## src/swept_aabb_collision_test_top_macros.svh

```systemverilog
// assertion macros for the swept box collision test
`ifndef SWEPT_AABB_COLLISION_TEST_TOP_MACROS_SVH
`define SWEPT_AABB_COLLISION_TEST_TOP_MACROS_SVH

// same-cycle implication, checked on every clock outside reset
`define SACD_ASSERT_IMPL(label, ante, cons) \
    label: assert property (@(posedge clk) disable iff (!rst_n) (ante) |-> (cons)) \
        else $error("sacd same-cycle check failed");

// next-cycle implication
`define SACD_ASSERT_NEXT(label, ante, cons) \
    label: assert property (@(posedge clk) disable iff (!rst_n) (ante) |=> (cons)) \
        else $error("sacd next-cycle check failed");

`endif

```

## src/sacd_pkg.sv

```systemverilog
// shared types, constants and the divider step for the swept box test
package sacd_pkg;

    localparam int NUM_REGS  = 6;
    localparam int DIV_STEPS = 18;
    // input register, quotient steps, fix-up register
    localparam int DIV_LAT   = DIV_STEPS + 2;
    localparam int PIPE_LAT  = DIV_LAT + 1;

    localparam logic [2:0] REG_MIN_X = 3'd0;
    localparam logic [2:0] REG_MIN_Y = 3'd1;
    localparam logic [2:0] REG_MIN_Z = 3'd2;
    localparam logic [2:0] REG_MAX_X = 3'd3;
    localparam logic [2:0] REG_MAX_Y = 3'd4;
    localparam logic [2:0] REG_MAX_Z = 3'd5;

    localparam logic [1:0] AXIS_X    = 2'd0;
    localparam logic [1:0] AXIS_Y    = 2'd1;
    localparam logic [1:0] AXIS_Z    = 2'd2;
    localparam logic [1:0] AXIS_NONE = 2'd3;

    typedef logic signed [19:0] time_t;
    typedef logic signed [31:0] coord_t;

    localparam time_t TIME_ZERO = 20'sd0;
    localparam time_t TIME_ONE  = 20'sd65536;
    localparam time_t TIME_SAT  = 20'sd131072;
    localparam time_t TIME_INF  = 20'sd262144;

    typedef struct packed {
        logic       hit;
        logic [16:0] entry_time;
        logic [1:0]  hit_axis;
    } result_t;

    // one restoring step: {quotient bit, new remainder}
    function automatic logic [32:0] div_step(logic [31:0] rem, logic b, logic [31:0] m);
        logic [32:0] t;
        logic [32:0] d;
        t = {rem, b};
        d = t - {1'b0, m};
        if (t >= {1'b0, m})
            div_step = {1'b1, d[31:0]};
        else
            div_step = {1'b0, t[31:0]};
    endfunction

endpackage

```

## src/sacd_merge.sv

```systemverilog
// merges the three lanes: latest entry, earliest exit, hit decision and axis
module sacd_merge
    import sacd_pkg::*;
(
    input  logic    clk,
    input  logic    en,
    input  time_t   entry_t [3],
    input  time_t   exit_t  [3],
    input  logic    ovl     [3],
    output result_t res
);

    time_t   ent, ext;
    result_t res_next;
    result_t res_reg;

    always_comb
    begin
        ent = entry_t[0];
        ext = exit_t[0];
        for (int a = 1; a < 3; a++)
        begin
            if (entry_t[a] > ent)
                ent = entry_t[a];
            if (exit_t[a] < ext)
                ext = exit_t[a];
        end
        res_next.hit        = 1'b0;
        res_next.entry_time = 17'(TIME_ONE);
        res_next.hit_axis   = AXIS_NONE;
        if (ovl[0] && ovl[1] && ovl[2] && !(ent > ext) && !(ent < TIME_ZERO)
            && !(ent > TIME_ONE))
        begin
            res_next.hit        = 1'b1;
            res_next.entry_time = ent[16:0];
            // ties go to x, then y
            priority if (ent == entry_t[0])
                res_next.hit_axis = AXIS_X;
            else if (ent == entry_t[1])
                res_next.hit_axis = AXIS_Y;
            else
                res_next.hit_axis = AXIS_Z;
        end
    end

    always_ff @(posedge clk)
    begin
        if (en)
            res_reg <= res_next;
    end

    assign res = res_reg;

endmodule

```

## config.mk

```make
export PLATFORM = sky130hd
export DESIGN_NAME = sacd_merge
export DESIGN_NICKNAME = d
export VERILOG_FILES = /design/src/swept_aabb_collision_test_top_macros.svh /design/src/sacd_pkg.sv /design/src/sacd_merge.sv
export SDC_FILE = /design/constraint.sdc
export NUM_CORES = 1
export LEC_CHECK = 0
export BUFFER_PORTS_ARGS = -buffer_cell sky130_fd_sc_hd__buf_2
export CAP_MARGIN = 10
export CORE_AREA = 2 2 124 126
export DETAILED_ROUTE_END_ITERATION = 7
export DIE_AREA = 0 0 126 128
export SLEW_MARGIN = 25
export SYNTH_ARGS = -nofsm -noshare
export SYNTH_HDL_FRONTEND = slang
export SYNTH_SLANG_ARGS = --single-unit
```

## constraint.sdc

```tcl
create_clock -name clk -period 7.8 [get_ports clk]
set_input_delay 0.39 -clock clk [delete_from_list [all_inputs] [get_ports clk]]
set_output_delay 0.39 -clock clk [all_outputs]
set_load 0.005 [all_outputs]
```

; Word-level counts from Yosys, hierarchy flattened
; Cells that the tools add are included.
; W data, S select, Z words.
[op_classes]
reduce_logical = 8
muxes = 7
eq_ne = 2
n_lt_le_gt_ge = 7
[ops]
columns = cell, count
row1 = $mux W20, 5
row2 = $gt A20 B20 Y1, 3
row3 = $eq A20 B20 Y1, 2
row4 = $lt A20 B20 Y1, 2
row5 = $gt A20 B18 Y1 const B, 1
row6 = $lt A20 B1 Y1 const B, 1
row7 = $logic_and A1 B1 Y1, 5
row8 = $mux W2, 2
row9 = $logic_not A1 Y1, 3
[totals]
ff_bits = 20
elab_cells = 27
in_bits = 125

; Depth between registers and ports, before layout
[depth]
depth_word = 10
mapped_depth = 39
mapped_depth_nobuf = 34

; Worst setup path after synthesis
; OpenSTA, ideal clock, no wires.
[synth_timing]
path_kind = input port to flip-flop
from = input exit_t[53] (netlist name)
to = register res_reg, in the netlist res[2], data pin
arrival_ps = 7136
n_path_buf = 4
path_stages = 38
path_slack_ps = 404
setup_ps = 260
t_required_ps = 7540
path_cell_list = inv_1 > ha_1 > a21o_1 > a21o_1 > a21oi_1 > nor2_1 > a2111oi_0 > o31ai_1 > and2_1 > buf_2 > buf_2 > mux2i_1 > ha_1 > a21o_1 > a21o_1 > a21o_1 > a21o_1 > a21oi_1 > [2 not listed] > clkbuf_1 > a211oi_1 > a211o_2 > mux2i_4 > mux2_2 > ha_1 > a21o_1 > a21o_1 > a21o_1 > a21o_1 > a21o_1 > a211oi_1 > o21ai_0 > mux2i_1 > o21a_1 > o21ai_4 > buf_6 > nor2_1
[synth_between]
elab_chain_len = 9
[synth_rtl]
columns = item, line_no
row1 = "start, declared", sacd_merge.sv:8  ; input time_t exit_t [3],
row2 = $lt A20 B20 Y1, sacd_merge.sv:25  ; if (exit_t[a] < ext)
row3 = $mux W20 *, sacd_merge.sv:25
row4 = $lt A20 B20 Y1, sacd_merge.sv:25
row5 = $mux W20 *, sacd_merge.sv:25
row6 = $gt A20 B20 Y1 *, sacd_merge.sv:31  ; if (ovl[0] && ovl[1] && ovl[2] && !(ent > ext) && !(ent < TIME_ZERO)
row7 = $logic_not A1 Y1 *, sacd_merge.sv:31
row8 = $logic_and A1 B1 Y1 * (2 in series), sacd_merge.sv:31
row9 = $logic_and A1 B1 Y1 *, sacd_merge.sv:32  ; && !(ent > TIME_ONE))
row10 = "end signal, assigned", sacd_merge.sv:49  ; res_reg <= res_next;
row11 = "end, declared", sacd_merge.sv:15  ; result_t res_reg;
; Every way passes the cells marked *; elsewhere a longest branch is shown, timed or not.
; A chain may end at the register's enable or synchronous reset.

; Final worst setup path
[layout_timing]
from = input exit_t[33] (netlist name)
to = register res_reg, in the netlist res[9], data pin
; The elaborated chain is that of the path after synthesis.

==> flow_summary.rst <==
.. list-table::
   :header-rows: 1

   * - Metric
     - Value
   * - Layout cells sized above 1
     - 0.255
   * - Fraction of the cycle the final worst path needs
     - 0.946
   * - Leakage
     - 0.00332 uW
   * - Fraction of post-synthesis cell area in the top cell type by area
     - 0.240
   * - Sink count of the clock tree
     - 20
   * - Number of hold violations in the final report
     - 0
   * - Initial antenna violation count
     - 1
   * - Height of the die
     - 128 um
   * - Post-Place Cell Area
     - between 6000 and 7000 sq um
   * - Most frequent CP cell
     - sky130_fd_sc_hd__a21o_1
   * - Count of yosys warnings during synthesis
     - 0
   * - IO buf count
     - 144
   * - Number of instances in the synthesized netlist
     - ~630
   * - Total negative slack for setup checks
     - 0 ns
   * - RSZ-0062 raised after global routing
     - yes
   * - XOR/XNOR Fraction of Synth Area
     - 0.0635
   * - Chip Width
     - 126 um
   * - Most frequently used flop master after synthesis
     - sky130_fd_sc_hd__edfxtp_1
   * - Share of the synthesized area in compound gates (AO/OA/AOI/OAI)
     - 0.218
   * - GRT Residual Overflow
     - 0
   * - Signed area change from the synthesized netlist to the final layout
     - 21.8%
   * - Post-Route WL
     - between 15 and 20 mm
   * - Global placer's final weighted congestion
     - 0.968
   * - Most common cell after layout, fill and taps aside
     - sky130_fd_sc_hd__buf_2
   * - Delay contributed by the slowest stage of the critical path
     - roughly 0.40 ns
   * - Number of vias in the routed layout
     - 5040
   * - CP required
     - 7.80 ns
   * - Kind of critical path
     - in2reg
   * - Portion of netlist area occupied by mux cells
     - 0.133
   * - Overall power after layout
     - 831 uW
   * - Max FFs per register
     - 20
   * - Worst voltage drop across the vdd grid
     - 0.0936 mV
   * - Average instance area after synthesis
     - slightly above 8 sq um
   * - Clk Tree Root Cell
     - sky130_fd_sc_hd__clkbuf_16
   * - Sequential share of power
     - 0.151
   * - Number of cells in the finished layout apart from fillers
     - 964
   * - Share of total power in combinational logic
     - 0.683
   * - Clock buffer depth
     - 2
   * - Proportion of synthesized flip-flops having asynchronous set or reset
     - 0
   * - Cell class contributing the biggest share of worst-path delay
     - compound AO/OA/AOI/OAI gates
   * - Top-Level Pins
     - 145
   * - Global-route wire length before repair
     - ~25 mm
   * - Count of buffer and inverter cells on the critical path
     - 3
   * - Max H-tree Level
     - 1
   * - Power per cell area
     - 134 nW/um^2
   * - Number of distinct library cells after synthesis
     - 59
   * - TritonCTS clock tree
     - done
   * - Fin crit period
     - around 7.4 ns
   * - Placed wire-length estimate
     - 13.5 mm
   * - Initial Utilization
     - 0.344
   * - Worst hold path class
     - in2reg
   * - Slowest stage cell, crit path
     - sky130_fd_sc_hd__or3_1
   * - Post-Synthesis Cell Area
     - 5110 sq um
   * - Sequential-to-total area share from yosys stat
     - 0.118
   * - Synth area leader
     - sky130_fd_sc_hd__ha_1
   * - Outcome
     - finished clean
   * - Net Count, Synth
     - 849
   * - Nets
     - 1000
   * - Seq cells post-synth
     - 20
   * - Total die area
     - 16100 sq um
   * - DRC violation count after routing
     - 0
   * - Critical Path Source Type
     - primary input
   * - Final routed wire length divided by cell count
     - ~16 um
   * - Via density per instance
     - 5.23
   * - Most used cells in the layout excluding fill and tap cells
     - sky130_fd_sc_hd__buf_2, sky130_fd_sc_hd__ha_1, sky130_fd_sc_hd__inv_1
   * - Post-placement cell count
     - 953
   * - Final cell area excluding filler cells
     - 6220 sq um
   * - Adder-Cell Fraction of Synth Area
     - 0.240
   * - Internal power component
     - 474 uW
   * - Clock transition at the registers of the reported paths
     - 0.06 ns
   * - Power spent charging and discharging nets
     - 357 uW
   * - Global router's overall resource usage
     - 0.188
   * - Violation count after the first detailed-routing iteration
     - 301
   * - Total inserted antenna cells
     - 0
   * - Dominant combinational cell family by area after synthesis
     - adder cells
   * - Slew of the pin with the lowest slew margin
     - 0.542 ns
   * - Fraction of power consumed by the clock network
     - 0.166
   * - Number of global-route vias before repair
     - 4857
   * - Post-synth EDFFs
     - 20
   * - Setup-failing EPs final
     - 0
   * - Net switching fraction of the power
     - 0.430
   * - Achievable clock frequency
     - 0.136 GHz
   * - Total of max-cap violations
     - 0
   * - Post-detailed-route count of antenna-violating nets
     - 0
   * - Post-Synth Simple-Gate Area
     - 0.150
   * - Final slew viol count
     - 0
   * - Worst-path fanout max
     - 18
   * - Worst relative slew slack
     - 0.635
   * - Total clock buffers created by CTS
     - 3
   * - Total core area
     - 14900 sq um
   * - WP data arrival
     - 7.38 ns
   * - Num rows
     - 45
   * - Largest cells by area after synthesis
     - sky130_fd_sc_hd__ha_1, sky130_fd_sc_hd__edfxtp_1, sky130_fd_sc_hd__mux2i_1
   * - Iteration count of the initial detailed-routing pass
     - 5
   * - Largest net degree at the start of global routing
     - 32
   * - Type of element capturing the critical path
     - register
==> cell families after synthesis <==
group                    count (synthesis)
AO/OA/AOI/OAI                          160
AND/OR/NAND/NOR                        150
buffers and inverters                   98
adder cells (fa/ha/maj)                 98
multiplexers                            63
XOR/XNOR                                37
flip-flops                              20
==> worst paths after layout <==
path | start | to | slack [ns] | depth (start not counted)
setup / recovery | exit_t[33] | res[9]$_SDFFCE_PN0P_ | 0.42 | 36
hold / removal | en | res[6]$_SDFFCE_PN0P_ | 0.61 | 1
==> repair_timing <==
item,CTS,global route
hold buffers,0,0
buffers inserted,0,7
endpoints found under the setup margin,0,14
resized for setup,0,4
==> power by group through the flow <==
stage	registers (uW)	clock network, uW	logic (uW)
after floorplan	128	0	388
after global placement	128	0	560
after detailed placement	128	0	560
after CTS	126	141	564
after global routing	126	144	640
final	125	138	568
==> area by class of cell <==
cell class / count / area, sq um
clock buffers: 3 / 75.1
flip-flops and latches: 20 / 601
repair buffers: 158 / 830
well taps: 188 / 235
multi-input cells: 508 / 4130
inverters: 86 / 323
fillers: 1612 / 8640
clock inverters: 1 / 30.0
==> stage by stage <==
step	hold WS, ns	utilization	setup WS, ns
floorplan	0.502	-	0.404
global placement	0.781	0.407	0.249
detailed placement	0.783	0.407	0.126
CTS	0.614	0.414	0.390
global route	0.629	0.418	-0.00963
finish	0.606	0.418	0.421
==> cell usage after synthesis (7+ instances only) <==
library cell / number
sky130_fd_sc_hd__nand4_1: 25
sky130_fd_sc_hd__ha_1: 98
sky130_fd_sc_hd__mux2_2: 16
sky130_fd_sc_hd__nor2_1: 50
sky130_fd_sc_hd__xor2_1: 20
sky130_fd_sc_hd__nand2_1: 23
sky130_fd_sc_hd__a21o_1: 41
sky130_fd_sc_hd__inv_1: 86
sky130_fd_sc_hd__a2111oi_0: 7
sky130_fd_sc_hd__xnor2_1: 17
sky130_fd_sc_hd__nand2b_1: 9
sky130_fd_sc_hd__o21ai_0: 18
sky130_fd_sc_hd__nor2b_1: 9
sky130_fd_sc_hd__mux2i_1: 39
sky130_fd_sc_hd__nor3_1: 8
sky130_fd_sc_hd__a21oi_1: 39
sky130_fd_sc_hd__edfxtp_1: 20
==> layer usage <==
layer / global-route usage / vias to the layer above / wire length, um / part of all wire
met1: 0.257 / 2268 / 7290 / 0.47
met2: 0.322 / 152 / 7110 / 0.46
met5: 0 / - / 0 / 0
met4: 0.0291 / 0 / 177 / 0.011
met3: 0.0267 / 12 / 934 / 0.060
li1: - / 2608 / - / -
No activity file was read; power rests on OpenSTA's default activity.
